**src/rtl/wis_pkg.sv**
```systemverilog
// Shared types and constants for the weighted index sampler.
// No dependencies; imported by every module and interface of the block.
package wis_pkg;

   localparam int MAX_ENTRIES = 16;
   localparam int IDX_W       = 4;    // entry_index / chosen_index width
   localparam int WEIGHT_W    = 16;   // Q0.16 weight and random value
   localparam int CNT_W       = 5;    // entries_in_use width
   localparam int SUM_W       = 20;   // exact running sum of 16 weights

   localparam logic FUNC_WRITE = 1'b0;
   localparam logic FUNC_DRAW  = 1'b1;

   localparam logic [CNT_W-1:0] CNT_RESET = CNT_W'(MAX_ENTRIES);

   typedef enum logic {
      ST_IDLE,
      ST_STEP
   } wis_state_type;

   typedef struct packed {
      logic load;      // take the input item into the work registers
      logic advance;   // add current weight, move to next entry
      logic finish;    // load result register (and commit a write)
   } wis_cmd_type;

   typedef struct packed {
      logic is_draw;   // current item is a draw
      logic hit;       // draw stops at the current entry
      logic out_free;  // result register can take a new result
   } wis_status_type;

endpackage

```
**src/rtl/wis_req_if.sv**
```systemverilog
// Request channel: valid/ready with one sampler input item.
// Depends on wis_pkg.
interface wis_req_if;
   import wis_pkg::*;

   logic                valid;
   logic                ready;
   logic                func;
   logic [IDX_W-1:0]    entry_index;
   logic [WEIGHT_W-1:0] weight;
   logic [WEIGHT_W-1:0] random_value;

   modport source (output valid, func, entry_index, weight, random_value, input ready);
   modport sink   (input valid, func, entry_index, weight, random_value, output ready);
endinterface

```
**src/rtl/wis_rsp_if.sv**
```systemverilog
// Response channel: valid/ready with one sampler result item.
// Depends on wis_pkg.
interface wis_rsp_if;
   import wis_pkg::*;

   logic             valid;
   logic             ready;
   logic [IDX_W-1:0] chosen_index;
   logic             is_draw;

   modport source (output valid, chosen_index, is_draw, input ready);
   modport sink   (input valid, chosen_index, is_draw, output ready);
endinterface

```
**src/rtl/wis_csr_if.sv**
```systemverilog
// Configuration write channel: valid/ready with the entry count.
// Depends on wis_pkg.
interface wis_csr_if;
   import wis_pkg::*;

   logic             valid;
   logic             ready;
   logic [CNT_W-1:0] entries_in_use;

   modport source (output valid, entries_in_use, input ready);
   modport sink   (input valid, entries_in_use, output ready);
endinterface

```
**src/rtl/weighted_index_sampler.sv**
```systemverilog
// Weighted index sampler (roulette wheel) over 16 Q0.16 weights.
// A write goes through load and the step state to its response; a draw walks the table
// from entry zero, adding each passed weight to the 20-bit running sum, to its stop.
// One item at a time: the next is accepted once the controller is back in idle after the
// result registers, and it holds in its step state while the previous one is unclaimed.
// Reset (synchronous, active high): all weights zero, entry count 16, no result pending.
module weighted_index_sampler (
   input logic clock,
   input logic reset,
   wis_req_if.sink   req,
   wis_rsp_if.source rsp,
   wis_csr_if.sink   csr
);
   import wis_pkg::*;

   wis_cmd_type    cmd;
   wis_status_type status;
   logic           req_ready;

   assign req.ready = req_ready;
   assign csr.ready = 1'b1;

   wis_ctrl u_ctrl (
      .clock     (clock),
      .reset     (reset),
      .req_valid (req.valid),
      .req_ready (req_ready),
      .status    (status),
      .cmd       (cmd)
   );

   wis_datapath u_datapath (
      .clock            (clock),
      .reset            (reset),
      .cmd              (cmd),
      .status           (status),
      .req_func         (req.func),
      .req_entry_index  (req.entry_index),
      .req_weight       (req.weight),
      .req_random_value (req.random_value),
      .csr_write        (csr.valid && csr.ready),
      .csr_data         (csr.entries_in_use),
      .rsp_valid        (rsp.valid),
      .rsp_ready        (rsp.ready),
      .rsp_chosen_index (rsp.chosen_index),
      .rsp_is_draw      (rsp.is_draw)
   );

   // busy right after a transfer in
   a_busy_after_accept: assert property (@(posedge clock) disable iff (reset)
      req.valid && req.ready |=> !req.ready)
      else $error("request accepted while an item is in flight");

   // a finished item always shows up on the response side
   a_finish_shows_result: assert property (@(posedge clock) disable iff (reset)
      cmd.finish |=> rsp.valid)
      else $error("finished item not presented as a response");

   // write acknowledges carry index zero
   a_write_ack_zero: assert property (@(posedge clock) disable iff (reset)
      rsp.valid && !rsp.is_draw |-> rsp.chosen_index == '0)
      else $error("write acknowledge with nonzero index");

   // never overwrite a pending result
   a_no_overwrite: assert property (@(posedge clock) disable iff (reset)
      cmd.finish |-> !rsp.valid || rsp.ready)
      else $error("result register overwritten before transfer");
endmodule

```
**src/rtl/wis_ctrl.sv**
```systemverilog
// Sampler controller: two-state FSM sequencing load, walk and result hand-off.
// Depends on wis_pkg (state, command and status types).
module wis_ctrl (
   input  logic                    clock,
   input  logic                    reset,
   input  logic                    req_valid,
   output logic                    req_ready,
   input  wis_pkg::wis_status_type status,
   output wis_pkg::wis_cmd_type    cmd
);
   import wis_pkg::*;

   wis_state_type state_ff, state_in;
   logic          done;

   always_ff @(posedge clock) begin
      if (reset) begin
         state_ff <= ST_IDLE;
      end else begin
         state_ff <= state_in;
      end
   end

   always_comb begin
      state_in  = state_ff;
      cmd       = '0;
      req_ready = 1'b0;
      done      = !status.is_draw || status.hit;
      case (state_ff)
         ST_IDLE: begin
            req_ready = 1'b1;
            if (req_valid) begin
               cmd.load = 1'b1;
               state_in = ST_STEP;
            end
         end
         ST_STEP: begin
            if (done) begin
               // hold here while the previous result is still unclaimed
               if (status.out_free) begin
                  cmd.finish = 1'b1;
                  state_in   = ST_IDLE;
               end
            end else begin
               cmd.advance = 1'b1;
            end
         end
         default: begin
            state_in = ST_IDLE;
         end
      endcase
   end
endmodule

```
**src/rtl/wis_datapath.sv**
```systemverilog
// Sampler datapath: weight table, count register, running sum, walk index
// and result register. Depends on wis_pkg.
module wis_datapath (
   input  logic                         clock,
   input  logic                         reset,
   input  wis_pkg::wis_cmd_type         cmd,
   output wis_pkg::wis_status_type      status,
   input  logic                         req_func,
   input  logic [wis_pkg::IDX_W-1:0]    req_entry_index,
   input  logic [wis_pkg::WEIGHT_W-1:0] req_weight,
   input  logic [wis_pkg::WEIGHT_W-1:0] req_random_value,
   input  logic                         csr_write,
   input  logic [wis_pkg::CNT_W-1:0]    csr_data,
   output logic                         rsp_valid,
   input  logic                         rsp_ready,
   output logic [wis_pkg::IDX_W-1:0]    rsp_chosen_index,
   output logic                         rsp_is_draw
);
   import wis_pkg::*;

   logic [WEIGHT_W-1:0] weight_ff [MAX_ENTRIES];
   logic [CNT_W-1:0]    count_ff;
   logic                func_ff;
   logic [IDX_W-1:0]    idx_ff;      // walk index, or write slot for a write
   logic [IDX_W-1:0]    last_ff;     // effective count minus one
   logic [WEIGHT_W-1:0] wdata_ff;
   logic [WEIGHT_W-1:0] rand_ff;
   logic [SUM_W-1:0]    acc_ff;
   logic                out_valid_ff;
   logic [IDX_W-1:0]    out_index_ff;
   logic                out_draw_ff;

   logic [IDX_W-1:0]    last_in;
   logic [SUM_W-1:0]    upper;
   logic [WEIGHT_W-1:0] cur_weight;

   // zero counts as one entry, counts past the table saturate
   always_comb begin
      if (count_ff == '0) begin
         last_in = '0;
      end else if (count_ff > CNT_W'(MAX_ENTRIES)) begin
         last_in = IDX_W'(MAX_ENTRIES - 1);
      end else begin
         last_in = IDX_W'(count_ff - CNT_W'(1));
      end
   end

   assign cur_weight = weight_ff[idx_ff];
   assign upper      = acc_ff + SUM_W'(cur_weight);

   assign status.is_draw  = (func_ff == FUNC_DRAW);
   assign status.hit      = (SUM_W'(rand_ff) < upper) || (idx_ff == last_ff);
   assign status.out_free = !out_valid_ff || rsp_ready;

   always_ff @(posedge clock) begin
      if (reset) begin
         count_ff <= CNT_RESET;
         for (int k = 0; k < MAX_ENTRIES; k++) begin
            weight_ff[k] <= '0;
         end
      end else begin
         if (csr_write) begin
            count_ff <= csr_data;
         end
         if (cmd.finish && func_ff == FUNC_WRITE) begin
            weight_ff[idx_ff] <= wdata_ff;
         end
      end
   end

   always_ff @(posedge clock) begin
      if (cmd.load) begin
         func_ff  <= req_func;
         idx_ff   <= (req_func == FUNC_DRAW) ? '0 : req_entry_index;
         last_ff  <= last_in;
         wdata_ff <= req_weight;
         rand_ff  <= req_random_value;
         acc_ff   <= '0;
      end else if (cmd.advance) begin
         acc_ff <= upper;
         idx_ff <= idx_ff + IDX_W'(1);
      end
   end

   always_ff @(posedge clock) begin
      if (reset) begin
         out_valid_ff <= 1'b0;
      end else if (cmd.finish) begin
         out_valid_ff <= 1'b1;
      end else if (rsp_ready) begin
         out_valid_ff <= 1'b0;
      end
   end

   always_ff @(posedge clock) begin
      if (cmd.finish) begin
         out_index_ff <= (func_ff == FUNC_DRAW) ? idx_ff : '0;
         out_draw_ff  <= (func_ff == FUNC_DRAW);
      end
   end

   assign rsp_valid        = out_valid_ff;
   assign rsp_chosen_index = out_index_ff;
   assign rsp_is_draw      = out_draw_ff;
endmodule

```
**src/flat_wrapper.sv**
```systemverilog
// flat-port wrapper written by rule: the top's interface ports become plain ports
module weighted_index_sampler_flat import wis_pkg::*;
  (clock, reset, req_valid, req_func, req_entry_index, req_weight, req_random_value, req_ready, rsp_valid, rsp_chosen_index, rsp_is_draw, rsp_ready, csr_valid, csr_entries_in_use, csr_ready);
  wis_req_if req_i ();
  wis_rsp_if rsp_i ();
  wis_csr_if csr_i ();
  input logic clock;
  input logic reset;
  input wire logic [$bits(req_i.valid)-1:0] req_valid;
  input wire logic [$bits(req_i.func)-1:0] req_func;
  input wire logic [$bits(req_i.entry_index)-1:0] req_entry_index;
  input wire logic [$bits(req_i.weight)-1:0] req_weight;
  input wire logic [$bits(req_i.random_value)-1:0] req_random_value;
  output wire logic [$bits(req_i.ready)-1:0] req_ready;
  output wire logic [$bits(rsp_i.valid)-1:0] rsp_valid;
  output wire logic [$bits(rsp_i.chosen_index)-1:0] rsp_chosen_index;
  output wire logic [$bits(rsp_i.is_draw)-1:0] rsp_is_draw;
  input wire logic [$bits(rsp_i.ready)-1:0] rsp_ready;
  input wire logic [$bits(csr_i.valid)-1:0] csr_valid;
  input wire logic [$bits(csr_i.entries_in_use)-1:0] csr_entries_in_use;
  output wire logic [$bits(csr_i.ready)-1:0] csr_ready;
  assign req_i.valid = req_valid;
  assign req_i.func = req_func;
  assign req_i.entry_index = req_entry_index;
  assign req_i.weight = req_weight;
  assign req_i.random_value = req_random_value;
  assign req_ready = req_i.ready;
  assign rsp_valid = rsp_i.valid;
  assign rsp_chosen_index = rsp_i.chosen_index;
  assign rsp_is_draw = rsp_i.is_draw;
  assign rsp_i.ready = rsp_ready;
  assign csr_i.valid = csr_valid;
  assign csr_i.entries_in_use = csr_entries_in_use;
  assign csr_ready = csr_i.ready;
  weighted_index_sampler u_core (.clock(clock), .reset(reset), .req(req_i), .rsp(rsp_i), .csr(csr_i));
endmodule
```
**config.mk**
```make
export PLATFORM = sky130hd
export DESIGN_NAME = weighted_index_sampler_flat
export DESIGN_NICKNAME = d
export VERILOG_FILES = /design/src/rtl/wis_pkg.sv /design/src/rtl/wis_req_if.sv /design/src/rtl/wis_rsp_if.sv /design/src/rtl/wis_csr_if.sv /design/src/rtl/weighted_index_sampler.sv /design/src/rtl/wis_ctrl.sv /design/src/rtl/wis_datapath.sv /design/src/flat_wrapper.sv
export SDC_FILE = /design/constraint.sdc
export NUM_CORES = 1
export LEC_CHECK = 0
export ABC_AREA = 1
export BUFFER_PORTS_ARGS = -buffer_cell sky130_fd_sc_hd__buf_2
export CAP_MARGIN = 15
export CORE_MARGIN = 3
export CORE_UTILIZATION = 40
export CTS_CLUSTER_SIZE = 12
export DETAILED_ROUTE_END_ITERATION = 6
export PLACE_DENSITY = 0.66
export SYNTH_ARGS = -nofsm -noshare
export SYNTH_HDL_FRONTEND = slang
export SYNTH_HIERARCHICAL = 1
export SYNTH_SLANG_ARGS = --single-unit
```
**constraint.sdc**
```tcl
create_clock -name clock -period 9.6 [get_ports clock]
set_clock_uncertainty 0.05 [all_clocks]
set_input_delay 1.44 -clock clock [delete_from_list [all_inputs] [get_ports clock]]
set_output_delay 1.44 -clock clock [all_outputs]
set_load 0.05 [all_outputs]
```
Word-level counts from Yosys, hierarchy flattened

Memory sizes are Yosys's and may differ from the RTL's. A register that Yosys moved wholly into a read port is not among the register bits.
Cells that the tools add are included.

Flip-flop bits (word level): 73
Latch bits: 0
Memory bits (writable): 256
ROM bits: 0
Logic and storage cells: 55
Memories kept: 1

Memory list:

| name                        | depth | bits a word | rd ports | clocked after memory_dff | write ports | line               | source |
|---|---|---|---|---|---|---|---|
| u_core.u_datapath.weight_ff | 16    | 16          | 1        | 1                        | 16          | wis_datapath.sv:21 | `logic [WEIGHT_W-1:0] weight_ff [MAX_ENTRIES];` |

$add $sub $neg: 3
$mul: 0
Div/mod/pow operators: 0
$lt $le $gt $ge: 2
Eq/ne operators: 1
Shift operators: 0
Multiplexer cells: 25
Bitwise operators: 2
Reductions and logical operators: 10

Operator list:

| operator                                             | number |
|---|---|
| two-way mux 4 bit                                    | 6 |
| adder 20 x 16 -> 20 bit                              | 1 |
| less-than comparator 16 x 20 -> 1 bit                | 1 |
| two-way mux 1 bit                                    | 16 |
| two-way mux 16 bit                                   | 1 |
| OR reduction 16 bit                                  | 1 |
| greater-than comparator 5 bit, second input constant | 1 |
| zero test 5 bit                                      | 1 |
| adder 4 x 1 -> 4 bit, second input constant          | 1 |
| == test 4 bit                                        | 1 |
| nonzero test 2 bit                                   | 2 |
| subtractor 4 x 1 -> 4 bit, second input constant     | 1 |
| logical OR 1 bit                                     | 3 |
| zero test 1 bit                                      | 2 |
| two-way mux 2 bit                                    | 1 |
| inverter 1 bit                                       | 2 |
| one-hot mux 1 bit (2 select lines)                   | 1 |
| logical AND 1 bit                                    | 1 |

Depth between registers and ports, before layout

Depth in word-level cells: 12
Gate-level depth with buffers: 35
Gate-level depth less buffers: 32

Modules after synthesis

Netlist, hierarchy kept.

Modules (own cells, without submodules):

| module                 | times used | cells an instance | area each (µm²) | seq. area each (µm²) |
|---|---|---|---|---|
| wis_datapath           | 1          | 1,495             | 15,954.1        | 9,669.3 |
| wis_ctrl               | 1          | 11                | 66.3            | 20.0 |
| weighted_index_sampler | 1          | 2                 | 11.3            | 0.0 |

Worst setup path after synthesis

OpenSTA, ideal clock, no wires.

Kind: reg2reg
Start: register with a tool-made name
End: memory u_core.u_datapath.weight_ff[2][0], enable pin
Setup time: 372 ps
Data arrival time: 4,645 ps
Path slack: 4,534 ps
Cell stages (with the launch flop): 34
Buffers on the path: 4
Clock period less this slack: 5,066 ps
Path through: dfxtp_1 -> buf_4 -> buf_8 -> buf_2 -> a21oi_1 -> o21ai_0 -> o211ai_1 -> nand3_1 -> nand2_1 -> ha_1 -> inv_1 -> fa_1 -> inv_1 -> nand2_1 -> nand2_1 -> nand2_1 -> o21ai_0 -> xnor2_1 -> ha_1 -> nand2_1 -> o21ai_0 -> a21oi_1 -> nand2_1 -> a21oi_1 -> nor2_1 -> nand2_1 -> inv_1 -> a21oi_2 -> nand2_1 -> or2_4 -> nor2_8 -> nand2_4 -> buf_6 -> nand2_1

RTL lines:

| element       | line |
|---|---|
| end, declared | wis_datapath.sv:21 |

==> flow_summary.toml <==
[sta]
grt_setup_unrepaired = "no"
fmaxAchievable_mhz = 145
final-max-slew-violation-count = 0
period_minus_slack_ns = 6.90
final_hold_viol_count = 0
setup_tns_ns = 0
maxSlewHeadroom = 0.305
finalCritPeriodShare = 0.719
setup-violations-final = 0
tightest_slew_ns = 1.04

[yosys]
syn_area_um2 = 16000
ys_seq_elements = 333
syn-num-nets = 1592
ys.flop_type = "edfxtp_1"
synth-edff-count = 302
yosysSeqAreaShare = 0.604
yosysWarnings = 6
netlist_instances = 1508
async_reset_ff_frac = 0
avgSynthCellArea_um2 = 10.6
ys_types = 42

[die]
fp.dieH_um = 206
dieArea_um2 = 42500
pin_count = 55
start_util = 0.410
core_area_um2 = 39100
die_w_um = 206
rows = 72

[worst_setup_path]
r2r_slack_ns = 2.70
cp.arrival_ns = 7.00
cp-end-kind = "flip-flop"
worstSetupPathType = "flip-flop to flip-flop"
crit_fanout = 115
worst_r2r_path_depth = 27
start_kind = "flip-flop"
required_ns = 9.70

[place]
port_buffers = 53
dp_hpwl_um = 26800
dpl_cell_area_um2 = 16500
gp_congestion = 0.898

[power_and_ir_drop]
p_clk_frac = 0.269
switching_power_w = 0.00194
p_int_w = 0.00311
ir_drop_mv = 0.153
p_per_area_nw_per_um2 = 286
leakagePower_nw = 7.35
swShare = 0.384
p_seq_frac = 0.364
p_comb_frac = 0.367

[clock_tree]
cts_tree = "built"
ctsResizeCount = 0
post-cts-setup-buffers = 0
path_clk_slew_ns = 0.06
cts_sinks = 333
clock_latency_ns = 0.52
numCtsBuffers = 38
cts_hold_buf = 0
clock-root-buffer = "clkbuf_16"
cts_max_level = 2
cts_buffer_depth = 3

[finish]
layout.nets = 1607
syn_to_final_growth_pct = 10.2
insertedDiodeCount = 0
fin_util = 0.452
drive_gt1_frac = 0.111
finalInstanceArea_um2 = 17700

[flow_run]
max_cap_viol_count = 0

[route]
drt_iter0_drc = 1299
wire_per_inst_um = 19.3
wirelength_um = 40000
drcViolationCount = 0
antenna_left = 0
dr_total_vias = 10948
viasPerCell = 5.29
drt-pass1-iter-count = 6

[global_route]
antenna_found_initial = 0
gr-total-overflow = 0
grt_max_degree = 116
grt.total_usage = 0.188
grt_pass1_wl_um = 60300
grt_pass1_vias = 10382

[min_path]
hold_class = "flip-flop to flip-flop"
min_path_cells = 2

[run_status]
outcome = "finished, final reports clean"
## per-layer routing
layer | global-route usage | vias up | routed length, um
li1 | - | 5192 | -
met5 | 0 | - | 0
met1 | 0.253 | 5283 | 16800
met3 | 0.0347 | 73 | 2860
met4 | 0.0575 | 0 | 1100
met2 | 0.310 | 400 | 19200
## power groups by stage
stage                     clock (W)  sequential [W]  combinational [W]
final                       0.00136         0.00184            0.00186
after global routing        0.00145         0.00186            0.00206
after CTS                   0.00139         0.00184            0.00185
after detailed placement          0         0.00187            0.00184
after global placement            0         0.00186            0.00181
after floorplan                   0         0.00180            0.00140
## cell usage after synthesis (2+ instances only)
library cell | count | area share
a21oi_1 | 88 | 0.027
a21oi_2 | 2 | 0.0011
a31oi_1 | 2 | 0.00078
buf_1 | 3 | 0.00070
buf_2 | 7 | 0.0022
buf_4 | 10 | 0.0047
buf_6 | 19 | 0.013
buf_8 | 3 | 0.0028
clkbuf_1 | 42 | 0.0098
dfxtp_1 | 31 | 0.039
edfxtp_1 | 302 | 0.57
ha_1 | 36 | 0.028
inv_1 | 153 | 0.036
inv_2 | 3 | 0.00070
mux2i_1 | 64 | 0.040
nand2_1 | 173 | 0.041
nand2_4 | 16 | 0.011
nand3_1 | 34 | 0.011
nand3b_1 | 4 | 0.0019
nand4_1 | 4 | 0.0016
nor2_1 | 264 | 0.062
nor2_2 | 27 | 0.011
nor2_8 | 4 | 0.0050
nor3_1 | 3 | 0.00094
nor4_1 | 2 | 0.00078
o211ai_1 | 64 | 0.030
o21ai_0 | 113 | 0.035
o21ai_1 | 4 | 0.0012
o21bai_1 | 2 | 0.00094
o22ai_1 | 3 | 0.0012
xnor2_1 | 9 | 0.0049
xor2_1 | 7 | 0.0038
## stage by stage
step | cells | worst slack, ns | power, W | hold slack (ns)
6_report | 2071 | 2.70 | 0.00505 | 0.413
5_1_grt | 2071 | 2.08 | 0.00537 | 0.440
4_1_cts | 2071 | 2.80 | 0.00508 | 0.421
3_5_place_dp | 2001 | 2.82 | 0.00371 | 0.413
3_3_place_gp | 2001 | 2.86 | 0.00368 | 0.400
2_1_floorplan | 1508 | 4.53 | 0.00321 | 0.382
## cell families (layout without fill, tap and decap cells)
logic type | Yosys count | after routing | synth area share
simple gates | 535 | 535 | 0.147
mux | 64 | 64 | 0.0400
other cells | 1 | 1 | 0.000234
flops | 333 | 333 | 0.604
compound gates | 281 | 281 | 0.0999
fa+ha+maj | 37 | 37 | 0.0293
xor+xnor | 16 | 16 | 0.00874
buf+inv | 241 | 286 | 0.0703
## layout make-up
type	instances	area, um^2
Clock inverter	15	78.8
Tap cell	518	648
Sequential cell	333	9690
Clock buffer	55	1110
Inverter	157	589
Timing Repair Buffer	59	323
Fill cell	3695	21400
Multi-Input combinational cell	934	5220
## path summary, 6_finish.rpt
path / from / to
min reg2reg: u_core/u_datapath/acc_ff[13] / u_core/u_datapath/acc_ff[13]
max: flip-flop / u_core/u_datapath/weight_ff[1][14]
max reg2reg: flip-flop / u_core/u_datapath/weight_ff[1][14]
min: u_core/u_datapath/acc_ff[13] / u_core/u_datapath/acc_ff[13]
## registers in the layout, summed over array words and instances (netlist names), named ones only
register / cells
u_core/u_datapath/rsp_is_draw: 1
u_core/u_ctrl/state_ff: 1
u_core/u_datapath/func_ff: 1
u_core/u_datapath/idx_ff: 4
u_core/u_datapath/last_ff: 4
u_core/u_datapath/rand_ff: 16
u_core/u_datapath/count_ff: 5
u_core/u_datapath/wdata_ff: 16
u_core/u_datapath/weight_ff: 256
u_core/u_datapath/acc_ff: 20
u_core/u_datapath/rsp_chosen_index: 4
u_core/u_datapath/rsp_valid: 1
## cells in the final DEF, fill, tap and decap left out, types with 2 or more instances in the layout
cell | Yosys | layout
nand2_4 | 16 | 16
inv_2 | 3 | 3
nand3b_1 | 4 | 4
ha_1 | 36 | 36
clkinv_1 | 1 | 7
xnor2_1 | 9 | 9
clkbuf_16 | 0 | 41
nand2_1 | 173 | 173
clkinvlp_4 | 0 | 2
o21ai_1 | 4 | 4
edfxtp_1 | 302 | 302
a31oi_1 | 2 | 2
nor3_1 | 3 | 3
xor2_1 | 7 | 7
buf_2 | 7 | 53
nand3_1 | 34 | 34
o21ai_0 | 113 | 113
nand4_1 | 4 | 4
buf_4 | 10 | 5
a21oi_2 | 2 | 2
nor4_1 | 2 | 2
o22ai_1 | 3 | 3
nor2_1 | 264 | 263
inv_1 | 153 | 153
o21bai_1 | 2 | 2
clkbuf_1 | 42 | 11
nor2_8 | 4 | 4
o211ai_1 | 64 | 64
mux2i_1 | 64 | 64
dfxtp_1 | 31 | 29
nor2_2 | 27 | 27
clkbuf_8 | 0 | 3
clkinv_2 | 0 | 6
a21oi_1 | 88 | 88
nor2_4 | 1 | 2
## worst max-delay path: stages (launching register included)
cell and delay, ns:
dfxtp_4 0.94, buf_12 0.53, mux2i_1 0.30, o21ai_0 0.16, o211ai_1 0.38, nand2_1 0.11
ha_1 0.34, nand2_1 0.13, inv_1 0.05, a21oi_1 0.28, nand2_1 0.12, xor2_1 0.19
inv_1 0.07, ha_1 0.28, a21oi_1 0.12, o21ai_0 0.10, a21oi_1 0.12, nand2_1 0.07
a21oi_1 0.13, nor2_1 0.07, nand2_1 0.06, inv_1 0.06, a21oi_2 0.34, nand2_1 0.12
or2_4 0.35, nor2_8 0.22, nand2_4 0.18, nand2_1 0.58
No activity file was read; power rests on OpenSTA's default activity.
